**src/sv/cnfup_pkg.sv**
```systemverilog
// ----------------------------------------------------------------------------
// cnfup_pkg
// Types and constants of the unit propagation block.
// ----------------------------------------------------------------------------
package cnfup_pkg;

    localparam int VAR_SLOTS = 32;
    localparam int VW        = 5;
    localparam int EW        = VW + 1;
    localparam int OUT_DW    = 16;

    localparam logic [1:0] ST_OK    = 2'd0;
    localparam logic [1:0] ST_UNSAT = 2'd1;
    localparam logic [1:0] ST_OVF   = 2'd2;

    typedef enum logic [3:0] {
        S_IDLE,
        S_POP,
        S_CL_RD,
        S_CL_CHK,
        S_LIT_RD,
        S_LIT_CHK,
        S_FIND_RD,
        S_FIND_CHK,
        S_CNT_RD,
        S_CNT_ACC,
        S_OUT_LOAD,
        S_OUT_WAIT
    } state_t;

endpackage

```
**src/sv/cnfup_ram.sv**
```systemverilog
// ----------------------------------------------------------------------------
// cnfup_ram
// Single write port, single registered read port memory.
// ----------------------------------------------------------------------------
module cnfup_ram #(
    parameter int DEPTH = 64,
    parameter int WIDTH = 8
) (
    input  logic                     clk,
    input  logic                     wr_en,
    input  logic [$clog2(DEPTH)-1:0] wr_addr,
    input  logic [WIDTH-1:0]         wr_data,
    input  logic [$clog2(DEPTH)-1:0] rd_addr,
    output logic [WIDTH-1:0]         rd_data
);

    logic [WIDTH-1:0] mem [DEPTH];

    // Write and registered read
    always_ff @(posedge clk)
    begin
        if (wr_en)
        begin
            mem[wr_addr] <= wr_data;
        end
        rd_data <= mem[rd_addr];
    end

endmodule

```
**src/sv/cnf_unit_propagation.sv**
```systemverilog
// ----------------------------------------------------------------------------
// cnf_unit_propagation
// Loads a CNF formula literal by literal, runs unit propagation at formula
// end and reports the assignment of every variable.
// ----------------------------------------------------------------------------
//  channel | dir | tdata                      | tuser                  | tlast
//  s_*     | in  | var_index, positive        | has_literal, clause_end| formula_end
//  m_*     | out | out_var, assigned, value,  | -                      | last
//          |     | status, clauses_left       |                        |
//
//  Literal items are taken while the block is idle. A formula-end item runs
//  the propagation sequencer: per dequeued variable every kept clause is
//  walked and its literals are read from the literal memory, then the kept
//  clauses still unsatisfied are counted and one result per variable is sent.
//  s_tready is low from formula end until the last result is taken; results
//  hold while m_tready is low. Reset clears all control state; memories are
//  only read below the clause count of the current formula.
// ----------------------------------------------------------------------------
module cnf_unit_propagation
    import cnfup_pkg::*;
#(
    parameter int MAX_VARS    = 32,
    parameter int MAX_CLAUSES = 64,
    parameter int MAX_LITS    = 8
) (
    input  logic              clk,
    input  logic              rst_n,
    input  logic              s_tvalid,
    output logic              s_tready,
    input  logic [7:0]        s_tdata,  // [4:0] var_index, [5] positive, [7:6] zero
    input  logic [1:0]        s_tuser,  // [0] has_literal, [1] clause_end
    input  logic              s_tlast,
    output logic              m_tvalid,
    input  logic              m_tready,
    output logic [OUT_DW-1:0] m_tdata,  // [4:0] out_var, [5] assigned, [6] value,
                                        // [8:7] status, [15:9] clauses_left
    output logic              m_tlast
);

    localparam int VAR_LIMIT = (MAX_VARS < VAR_SLOTS) ? MAX_VARS : VAR_SLOTS;
    localparam int LW        = $clog2(MAX_LITS + 1);
    localparam int IW        = $clog2(MAX_LITS);
    localparam int CCW       = $clog2(MAX_CLAUSES + 1);
    localparam int CAW       = $clog2(MAX_CLAUSES);
    localparam int SDEPTH    = (MAX_CLAUSES + 1) * MAX_LITS;
    localparam int SAW       = $clog2(SDEPTH);
    localparam int QW        = $clog2(VAR_SLOTS + 1);

    state_t             state_reg, state_next;
    logic [LW-1:0]      fill_reg, fill_next;
    logic               taut_reg, taut_next;
    logic [CCW-1:0]     cc_reg, cc_next;
    logic [CCW-1:0]     c_reg, c_next;
    logic [LW-1:0]      idx_reg, idx_next;
    logic [LW-1:0]      len_reg, len_next;
    logic [LW-1:0]      open_reg, open_next;
    logic [VW-1:0]      pv_reg, pv_next;
    logic               pval_reg, pval_next;
    logic [VAR_SLOTS-1:0] avalid_reg, avalid_next;
    logic [VAR_SLOTS-1:0] avalue_reg, avalue_next;
    logic [VAR_SLOTS-1:0] proc_reg, proc_next;
    logic [VW-1:0]      queue_reg [VAR_SLOTS];
    logic [QW-1:0]      qhead_reg, qhead_next;
    logic [QW-1:0]      qtail_reg, qtail_next;
    logic               unsat_reg, unsat_next;
    logic               ovf_reg, ovf_next;
    logic [6:0]         left_reg, left_next;
    logic [VW-1:0]      oi_reg, oi_next;
    logic               m_tvalid_reg, m_tvalid_next;
    logic [OUT_DW-1:0]  m_tdata_reg, m_tdata_next;
    logic               m_tlast_reg, m_tlast_next;
    logic [EW-1:0]      row_reg [MAX_LITS];

    // Input item decode
    logic           s_hs;
    logic           in_has;
    logic [VW-1:0]  in_var;
    logic           in_pos;
    logic           in_ce;
    logic           in_fe;

    // Load path
    logic           var_ok;
    logic           any_match;
    logic           taut_hit;
    logic           add_ok;
    logic           ovf_add;
    logic [LW-1:0]  fill_n;
    logic           taut_n;
    logic [EW-1:0]  row0_n;
    logic           do_close;

    // Shared literal fix
    logic           fix_req;
    logic [VW-1:0]  fix_var;
    logic           fix_pol;
    logic           fix_clash;
    logic           fix_new;

    // Memory ports
    logic            lit_we;
    logic [SAW-1:0]  lit_waddr;
    logic [SAW-1:0]  lit_raddr;
    logic [EW-1:0]   lit_rd;
    logic            len_we;
    logic [LW-1:0]   len_rd;
    logic            open_we;
    logic [CAW-1:0]  open_waddr;
    logic [LW-1:0]   open_wdata;
    logic [LW-1:0]   open_rd;
    logic            live_we;
    logic [CAW-1:0]  live_waddr;
    logic            live_wdata;
    logic            live_rd;
    logic [CAW-1:0]  cl_raddr;
    logic [1:0]      status;

    assign s_hs   = s_tvalid && s_tready;
    assign in_has = s_tuser[0];
    assign in_ce  = s_tuser[1];
    assign in_var = s_tdata[VW-1:0];
    assign in_pos = s_tdata[VW];
    assign in_fe  = s_tlast;

    assign s_tready = (state_reg == S_IDLE);
    assign m_tvalid = m_tvalid_reg;
    assign m_tdata  = m_tdata_reg;
    assign m_tlast  = m_tlast_reg;

    assign status = ovf_reg ? ST_OVF : (unsat_reg ? ST_UNSAT : ST_OK);

    // Merge, tautology and capacity checks for the open clause
    always_comb
    begin
        any_match = 1'b0;
        taut_hit  = 1'b0;
        for (int i = 0; i < MAX_LITS; i++)
        begin
            if ((LW'(i) < fill_reg) && (row_reg[i][EW-1:1] == in_var))
            begin
                any_match = 1'b1;
                if (row_reg[i][0] != in_pos)
                begin
                    taut_hit = 1'b1;
                end
            end
        end
        var_ok  = ({1'b0, in_var} < (VW+1)'(VAR_LIMIT));
        add_ok  = in_has && var_ok && !any_match && (fill_reg < LW'(MAX_LITS));
        ovf_add = in_has && (!var_ok || (!any_match && (fill_reg >= LW'(MAX_LITS))));
        fill_n  = fill_reg + LW'(add_ok);
        taut_n  = taut_reg || (in_has && var_ok && taut_hit);
        row0_n  = ((fill_reg == '0) && add_ok) ? {in_var, in_pos} : row_reg[0];
        do_close = in_ce || (in_fe && ((fill_n != '0) || taut_n));
    end

    // Select the literal to fix: a unit clause at load or a forced literal
    always_comb
    begin
        fix_req = 1'b0;
        fix_var = row0_n[EW-1:1];
        fix_pol = row0_n[0];
        case (state_reg)
            S_IDLE:
            begin
                fix_req = s_hs && do_close && !taut_n && (fill_n == LW'(1));
            end
            S_FIND_CHK:
            begin
                fix_var = lit_rd[EW-1:1];
                fix_pol = lit_rd[0];
                fix_req = (LW'(idx_reg) < len_reg) && !proc_reg[lit_rd[EW-1:1]];
            end
            default:
            begin
                fix_req = 1'b0;
            end
        endcase
        fix_clash = fix_req && avalid_reg[fix_var] && (avalue_reg[fix_var] != fix_pol);
        fix_new   = fix_req && !avalid_reg[fix_var];
    end

    // Memory addresses
    assign lit_waddr = SAW'(cc_reg) * SAW'(MAX_LITS) + SAW'(fill_reg);
    assign lit_raddr = SAW'(c_reg) * SAW'(MAX_LITS) + SAW'(idx_reg);
    assign lit_we    = (state_reg == S_IDLE) && s_hs && add_ok;
    assign cl_raddr  = c_reg[CAW-1:0];

    // Sequencer: next state, counters and flags
    always_comb
    begin
        state_next    = state_reg;
        fill_next     = fill_reg;
        taut_next     = taut_reg;
        cc_next       = cc_reg;
        c_next        = c_reg;
        idx_next      = idx_reg;
        len_next      = len_reg;
        open_next     = open_reg;
        pv_next       = pv_reg;
        pval_next     = pval_reg;
        avalid_next   = avalid_reg;
        avalue_next   = avalue_reg;
        proc_next     = proc_reg;
        qhead_next    = qhead_reg;
        qtail_next    = qtail_reg;
        unsat_next    = unsat_reg;
        ovf_next      = ovf_reg;
        left_next     = left_reg;
        oi_next       = oi_reg;
        m_tvalid_next = m_tvalid_reg;
        m_tdata_next  = m_tdata_reg;
        m_tlast_next  = m_tlast_reg;
        len_we        = 1'b0;
        open_we       = 1'b0;
        open_waddr    = cc_reg[CAW-1:0];
        open_wdata    = fill_n;
        live_we       = 1'b0;
        live_waddr    = cc_reg[CAW-1:0];
        live_wdata    = 1'b1;

        // Record a newly fixed literal and queue it
        if (fix_new)
        begin
            avalid_next[fix_var] = 1'b1;
            avalue_next[fix_var] = fix_pol;
            if (qtail_reg < QW'(VAR_SLOTS))
            begin
                qtail_next = qtail_reg + QW'(1);
            end
        end

        case (state_reg)
            S_IDLE:
            begin
                if (s_hs)
                begin
                    fill_next = fill_n;
                    taut_next = taut_n;
                    if (ovf_add)
                    begin
                        ovf_next = 1'b1;
                    end
                    if (do_close)
                    begin
                        fill_next = '0;
                        taut_next = 1'b0;
                        if (!taut_n)
                        begin
                            if (fill_n == '0)
                            begin
                                unsat_next = 1'b1;
                            end
                            else if (fill_n == LW'(1))
                            begin
                                if (fix_clash)
                                begin
                                    unsat_next = 1'b1;
                                end
                            end
                            else if (cc_reg >= CCW'(MAX_CLAUSES))
                            begin
                                ovf_next = 1'b1;
                            end
                            else
                            begin
                                len_we  = 1'b1;
                                open_we = 1'b1;
                                live_we = 1'b1;
                                cc_next = cc_reg + CCW'(1);
                            end
                        end
                    end
                    if (in_fe)
                    begin
                        c_next    = '0;
                        left_next = '0;
                        oi_next   = '0;
                        if (unsat_next || ovf_next)
                        begin
                            state_next = S_OUT_LOAD;
                        end
                        else
                        begin
                            state_next = S_POP;
                        end
                    end
                end
            end

            S_POP:
            begin
                c_next = '0;
                if (qhead_reg == qtail_reg)
                begin
                    state_next = S_CNT_RD;
                end
                else
                begin
                    pv_next                 = queue_reg[qhead_reg[VW-1:0]];
                    pval_next               = avalue_reg[queue_reg[qhead_reg[VW-1:0]]];
                    proc_next[queue_reg[qhead_reg[VW-1:0]]] = 1'b1;
                    qhead_next              = qhead_reg + QW'(1);
                    state_next              = S_CL_RD;
                end
            end

            S_CL_RD:
            begin
                if (c_reg == cc_reg)
                begin
                    state_next = S_POP;
                end
                else
                begin
                    state_next = S_CL_CHK;
                end
            end

            S_CL_CHK:
            begin
                len_next  = len_rd;
                open_next = open_rd;
                idx_next  = '0;
                if (live_rd)
                begin
                    state_next = S_LIT_RD;
                end
                else
                begin
                    c_next     = c_reg + CCW'(1);
                    state_next = S_CL_RD;
                end
            end

            S_LIT_RD:
            begin
                if (idx_reg >= len_reg)
                begin
                    c_next     = c_reg + CCW'(1);
                    state_next = S_CL_RD;
                end
                else
                begin
                    state_next = S_LIT_CHK;
                end
            end

            S_LIT_CHK:
            begin
                if (lit_rd[EW-1:1] != pv_reg)
                begin
                    idx_next   = idx_reg + LW'(1);
                    state_next = S_LIT_RD;
                end
                else
                begin
                    c_next     = c_reg + CCW'(1);
                    state_next = S_CL_RD;
                    if (lit_rd[0] == pval_reg)
                    begin
                        // True literal: the clause is satisfied
                        live_we    = 1'b1;
                        live_waddr = cl_raddr;
                        live_wdata = 1'b0;
                    end
                    else if (open_reg != '0)
                    begin
                        // False literal: shorten, force the last open one
                        open_we    = 1'b1;
                        open_waddr = cl_raddr;
                        open_wdata = open_reg - LW'(1);
                        if (open_reg == LW'(2))
                        begin
                            c_next     = c_reg;
                            idx_next   = '0;
                            state_next = S_FIND_RD;
                        end
                    end
                end
            end

            S_FIND_RD:
            begin
                if (idx_reg >= len_reg)
                begin
                    c_next     = c_reg + CCW'(1);
                    state_next = S_CL_RD;
                end
                else
                begin
                    state_next = S_FIND_CHK;
                end
            end

            S_FIND_CHK:
            begin
                if (fix_clash)
                begin
                    unsat_next = 1'b1;
                    oi_next    = '0;
                    state_next = S_OUT_LOAD;
                end
                else if (fix_req)
                begin
                    c_next     = c_reg + CCW'(1);
                    state_next = S_CL_RD;
                end
                else
                begin
                    idx_next   = idx_reg + LW'(1);
                    state_next = S_FIND_RD;
                end
            end

            S_CNT_RD:
            begin
                if (c_reg == cc_reg)
                begin
                    oi_next    = '0;
                    state_next = S_OUT_LOAD;
                end
                else
                begin
                    state_next = S_CNT_ACC;
                end
            end

            S_CNT_ACC:
            begin
                left_next  = left_reg + 7'(live_rd);
                c_next     = c_reg + CCW'(1);
                state_next = S_CNT_RD;
            end

            S_OUT_LOAD:
            begin
                m_tvalid_next = 1'b1;
                m_tdata_next  = {
                    (status == ST_OK) ? left_reg : 7'd0,
                    status,
                    (status == ST_OK) && avalid_reg[oi_reg] && avalue_reg[oi_reg],
                    (status == ST_OK) && avalid_reg[oi_reg],
                    oi_reg
                };
                m_tlast_next  = (oi_reg == VW'(VAR_LIMIT - 1));
                state_next    = S_OUT_WAIT;
            end

            S_OUT_WAIT:
            begin
                if (m_tready)
                begin
                    m_tvalid_next = 1'b0;
                    if (m_tlast_reg)
                    begin
                        // Clear the formula state
                        fill_next   = '0;
                        taut_next   = 1'b0;
                        cc_next     = '0;
                        avalid_next = '0;
                        avalue_next = '0;
                        proc_next   = '0;
                        qhead_next  = '0;
                        qtail_next  = '0;
                        unsat_next  = 1'b0;
                        ovf_next    = 1'b0;
                        state_next  = S_IDLE;
                    end
                    else
                    begin
                        oi_next    = oi_reg + VW'(1);
                        state_next = S_OUT_LOAD;
                    end
                end
            end

            default:
            begin
                state_next = S_IDLE;
            end
        endcase
    end

    // Control registers
    always_ff @(posedge clk or negedge rst_n)
    begin
        if (!rst_n)
        begin
            state_reg    <= S_IDLE;
            fill_reg     <= '0;
            taut_reg     <= 1'b0;
            cc_reg       <= '0;
            c_reg        <= '0;
            idx_reg      <= '0;
            avalid_reg   <= '0;
            avalue_reg   <= '0;
            proc_reg     <= '0;
            qhead_reg    <= '0;
            qtail_reg    <= '0;
            unsat_reg    <= 1'b0;
            ovf_reg      <= 1'b0;
            oi_reg       <= '0;
            m_tvalid_reg <= 1'b0;
            m_tlast_reg  <= 1'b0;
        end
        else
        begin
            state_reg    <= state_next;
            fill_reg     <= fill_next;
            taut_reg     <= taut_next;
            cc_reg       <= cc_next;
            c_reg        <= c_next;
            idx_reg      <= idx_next;
            avalid_reg   <= avalid_next;
            avalue_reg   <= avalue_next;
            proc_reg     <= proc_next;
            qhead_reg    <= qhead_next;
            qtail_reg    <= qtail_next;
            unsat_reg    <= unsat_next;
            ovf_reg      <= ovf_next;
            oi_reg       <= oi_next;
            m_tvalid_reg <= m_tvalid_next;
            m_tlast_reg  <= m_tlast_next;
        end
    end

    // Payload registers
    always_ff @(posedge clk)
    begin
        len_reg     <= len_next;
        open_reg    <= open_next;
        pv_reg      <= pv_next;
        pval_reg    <= pval_next;
        left_reg    <= left_next;
        m_tdata_reg <= m_tdata_next;
        if (lit_we)
        begin
            row_reg[fill_reg[IW-1:0]] <= {in_var, in_pos};
        end
        if (fix_new && (qtail_reg < QW'(VAR_SLOTS)))
        begin
            queue_reg[qtail_reg[VW-1:0]] <= fix_var;
        end
    end

    // Literal store, one row per kept clause plus the row being loaded
    cnfup_ram #(
        .DEPTH (SDEPTH),
        .WIDTH (EW)
    ) u_lit_ram (
        .clk     (clk),
        .wr_en   (lit_we),
        .wr_addr (lit_waddr),
        .wr_data ({in_var, in_pos}),
        .rd_addr (lit_raddr),
        .rd_data (lit_rd)
    );

    // Clause length
    cnfup_ram #(
        .DEPTH (MAX_CLAUSES),
        .WIDTH (LW)
    ) u_len_ram (
        .clk     (clk),
        .wr_en   (len_we),
        .wr_addr (cc_reg[CAW-1:0]),
        .wr_data (fill_n),
        .rd_addr (cl_raddr),
        .rd_data (len_rd)
    );

    // Open literal count
    cnfup_ram #(
        .DEPTH (MAX_CLAUSES),
        .WIDTH (LW)
    ) u_open_ram (
        .clk     (clk),
        .wr_en   (open_we),
        .wr_addr (open_waddr),
        .wr_data (open_wdata),
        .rd_addr (cl_raddr),
        .rd_data (open_rd)
    );

    // Clause still unsatisfied
    cnfup_ram #(
        .DEPTH (MAX_CLAUSES),
        .WIDTH (1)
    ) u_live_ram (
        .clk     (clk),
        .wr_en   (live_we),
        .wr_addr (live_waddr),
        .wr_data (live_wdata),
        .rd_addr (cl_raddr),
        .rd_data (live_rd)
    );

endmodule

```
**config.mk**
```make
export PLATFORM = sky130hd
export DESIGN_NAME = cnf_unit_propagation
export DESIGN_NICKNAME = d
export VERILOG_FILES = /design/src/sv/cnfup_pkg.sv /design/src/sv/cnfup_ram.sv /design/src/sv/cnf_unit_propagation.sv
export SDC_FILE = /design/constraint.sdc
export NUM_CORES = 2
export LEC_CHECK = 0
export BUFFER_PORTS_ARGS = -buffer_cell sky130_fd_sc_hd__clkbuf_2
export CAP_MARGIN = 20
export CORE_ASPECT_RATIO = 1.2
export CORE_MARGIN = 4
export CORE_UTILIZATION = 40
export DETAILED_ROUTE_END_ITERATION = 7
export PLACE_DENSITY = 0.57
export SLEW_MARGIN = 20
export SYNTH_ARGS = -nofsm -noshare
export SYNTH_HDL_FRONTEND = slang
export SYNTH_SLANG_ARGS = --single-unit
```
**constraint.sdc**
```tcl
create_clock -name clk -period 10.1 [get_ports clk]
set_input_delay 2.02 -clock clk [delete_from_list [all_inputs] [get_ports clk]]
set_output_delay 2.02 -clock clk [all_outputs]
set_load 0.01 [all_outputs]
```
==> impl_metrics.tcl <==
set metrics [dict create \
    outcome "complete, no violations" \
    reg.largest.list "u_lit_ram.mem x3120, u_len_ram.mem x256, u_open_ram.mem x256" \
    fin_area_mm2 0.184 \
    grt_pass1_wl_mm 591 \
    synth-seq-area-share_pct 74.9 \
    clock_latency_ns 0.99 \
    hpwlAfterDp_mm 243 \
    largest_reg_flops 3120 \
    layout_setup_ws_ns 2.96 \
    setup_viol 0 \
    cts-root-buf "clkbuf_16" \
    hold_viol 0 \
    clock_sinks 4100 \
    num_vias 78100 \
    num_rows 256 \
    routabilityCongestion 0.797 \
    die_w_um 591 \
    rsz0062_at_grt "no" \
    relSlewSlack_pct 22.9 \
    fp.dieH_um 708 \
    grt_max_degree 210 \
    die-area_mm2 0.418 \
    grt_overflow 0 \
    io_buffers 31 \
    syn_nets 7855 \
    cts_resized 0 \
    clk_pin_slew_ns 0.06 \
    p_leak_nw 54.7 \
    cts_tree "yes" \
    cp_common_cell "nor3_1" \
    synth_area_mm2 0.163 \
    cp_slowest_cell "nand3_1" \
    synth.area.top_cells "edfxtp_1, mux4_2, nor2_1" \
    dr.pass1.iters 5 \
    routedWlPerCell_um 29.6 \
    p_clk_share_pct 35.7 \
    synth_edf_count 3941 \
    end_kind "flip-flop" \
    area_delta_synth_final_pct 12.4 \
    post_dp_cell_area_mm2 0.170 \
    path_cells "buf_8, xor2_1, nor4_1, and3_1, nor3_1, nand3_1, nor3_1, and2_1, ha_2, ha_2, buf_4, nor3_1, nor3_1, or4b_1, nor3_4, nand3_1, a21boi_1, nor2_1" \
    total_power_mw 42.1 \
    start_util_pct 40.2 \
    cts_hold_buf 0 \
    seqPwrFrac_pct 46.1 \
    finalClockSkew_ns 0.0592 \
    setup-tns-final_ns 0 \
    yosys_warnings 0 \
    hp-class "reg2reg" \
    drive_above_1_share_pct 26.4 \
    grt_usage_pct 19.2 \
    drc 0 \
    synthArstFlopShare_pct 3.51 \
    p_per_area_mw_per_mm2 229 \
    fmax_mhz 140 \
    min_period_over_period_pct 70.7 \
    criticalPathCategory "in2reg" \
    postSynthAreaPerCell_um2 20.9 \
    dp_worst_setup_slack_ns 1.80 \
    startpoint_type "input pin" \
    antenna_found_initial 20 \
    ant_nets 0 \
    worst-path-max-fanout 97 \
    worstMarginPinSlew_ns 1.14 \
    cp.arrival_ns 7.81 \
    regMostFlops "u_lit_ram.mem" \
    power_switching_mw 11.2 \
    fin_nets 7985 \
    ir_worst_vdd_v 0.000244 \
    h-tree-depth 5 \
    synth_top_cell_by_area "edfxtp_1" \
    cts_buffers 402 \
    viasPerCell 5.70 \
    fillers 33800 \
    totalWireLength_mm 406 \
    ys_types 85 \
    grt_pass1_vias 81100 \
    cpPeakStageDelay_ns 0.68 \
    maxSlewViolCount 0 \
    drv_cap 0 \
    post_cts_buffers 0 \
    internal_power_mw 30.9 \
    ys.flop_type "edfxtp_1" \
    drt_iter0_drc 8128 \
    syn_inst 7815 \
    required_ns 10.78 \
    period_minus_slack_ns 7.14 \
    ios 34 \
    switching_share_pct 26.5 \
    netlist.area_leader.share_pct 72.5 \
    core_mm2 0.406 \
    yosys_register_bits 4100 \
    pwr-share-comb_pct 18.2 \
    clockBufferDepth 4 \
]
[power groups by stage]
stage / logic, mW / registers [mW] / clock network [mW]
6_report: 7.67 / 19.4 / 15.0
2_1_floorplan: 5.19 / 19.5 / 0
5_1_grt: 8.14 / 19.4 / 16.1
3_3_place_gp: 7.72 / 19.7 / 0
3_5_place_dp: 7.82 / 19.7 / 0
4_1_cts: 7.83 / 19.4 / 15.3
[metrics by stage]
step,util (%),hold slack [ns],instances
final,45.2,0.419,13700
after global placement,41.9,0.395,13000
after floorplan,-,0.386,7815
after global routing,45.2,0.429,13700
after detailed placement,41.9,0.403,13000
after CTS,45.2,0.414,13700
[Yosys cell counts (all sizes together), types with 5 or more instances]
cell type,n
edfxtp,3941
or4,5
and2,15
nor2b,17
ha,25
a21oi,101
buf,142
and3,23
nand2,161
nand3b,9
o31ai,6
or3,14
a211oi,27
a2111oi,18
nand4,25
clkbuf,335
nor4,7
xnor2,48
a21o,5
a31oi,43
or2,6
nand2b,10
inv,69
mux2i,30
dfxtp,15
o22ai,23
a21boi,8
nand3,42
nor2,971
mux4,1308
o32ai,6
nor3,48
dfrtp,144
xor2,41
o21ai,66
[cell families after synthesis]
family,count (synthesis),synth area share (%)
xor gates and xnor gates,89,0.477
buffers and inverters,548,1.29
muxes,1342,18.3
AOI/OAI and AO/OA,341,1.37
adders and majority gates,25,0.192
DFF,4100,74.9
and+or+nand+nor,1370,3.53
[placed cells by master, fill, tap and decap left out, types with 77 or more instances in the layout]
cell type,Yosys,routed
mux4_2,1308,1308
buf_4,2,149
clkinv_2,0,77
edfxtp_1,3941,3941
dfrtp_1,144,136
a21oi_1,101,94
clkinv_1,2,88
clkbuf_16,0,405
nor2_1,971,971
nand2_1,161,129
clkbuf_1,335,79
[worst max-delay path, delay by kind of cell]
kind            cells  cell delay [ns]
buf+inv             2             0.95
fa+ha+maj           2             0.32
simple gates       12             3.54
xor+xnor            1             0.21
compound gates      1             0.49
[worst paths after layout]
kind | start | to | slack (ns) | depth (start not counted)
worst min register to register | u_len_ram.rd_data[1] | len_reg[1] | 0.42 | 0
max in group asynchronous | rst_n | c_reg[1] | 7.56 | 2
worst min-delay path | u_len_ram.rd_data[1] | len_reg[1] | 0.42 | 0
min in group asynchronous | rst_n | qtail_reg[2] | 1.08 | 1
worst max register to register | fill_reg[2] | u_live_ram.mem[42] | 3.63 | 16
worst max-delay path | s_tdata[4] | u_live_ram.mem[42] | 2.96 | 18
[layout make-up]
type / count / area, µm² / share of cell area [%]
Antenna cell: 9 / 22.5 / 0.0123
Clock inverter: 253 / 2720 / 1.48
Timing Repair Buffer: 203 / 1790 / 0.976
Tap cell: 5418 / 6780 / 3.69
Sequential cell: 4100 / 122000 / 66.6
Clock buffer: 487 / 10500 / 5.71
Inverter: 71 / 267 / 0.145
Multi-Input combinational cell: 3167 / 39200 / 21.4
[per-layer routing]
layer,track usage [%],vias up,routed length (µm)
met5,0,-,27
met4,5.89,4,13500
met3,2.84,615,24100
met2,32.6,2628,207000
met1,25.6,42300,161000
li1,-,32500,-
(Power assumes the default switching activity.)
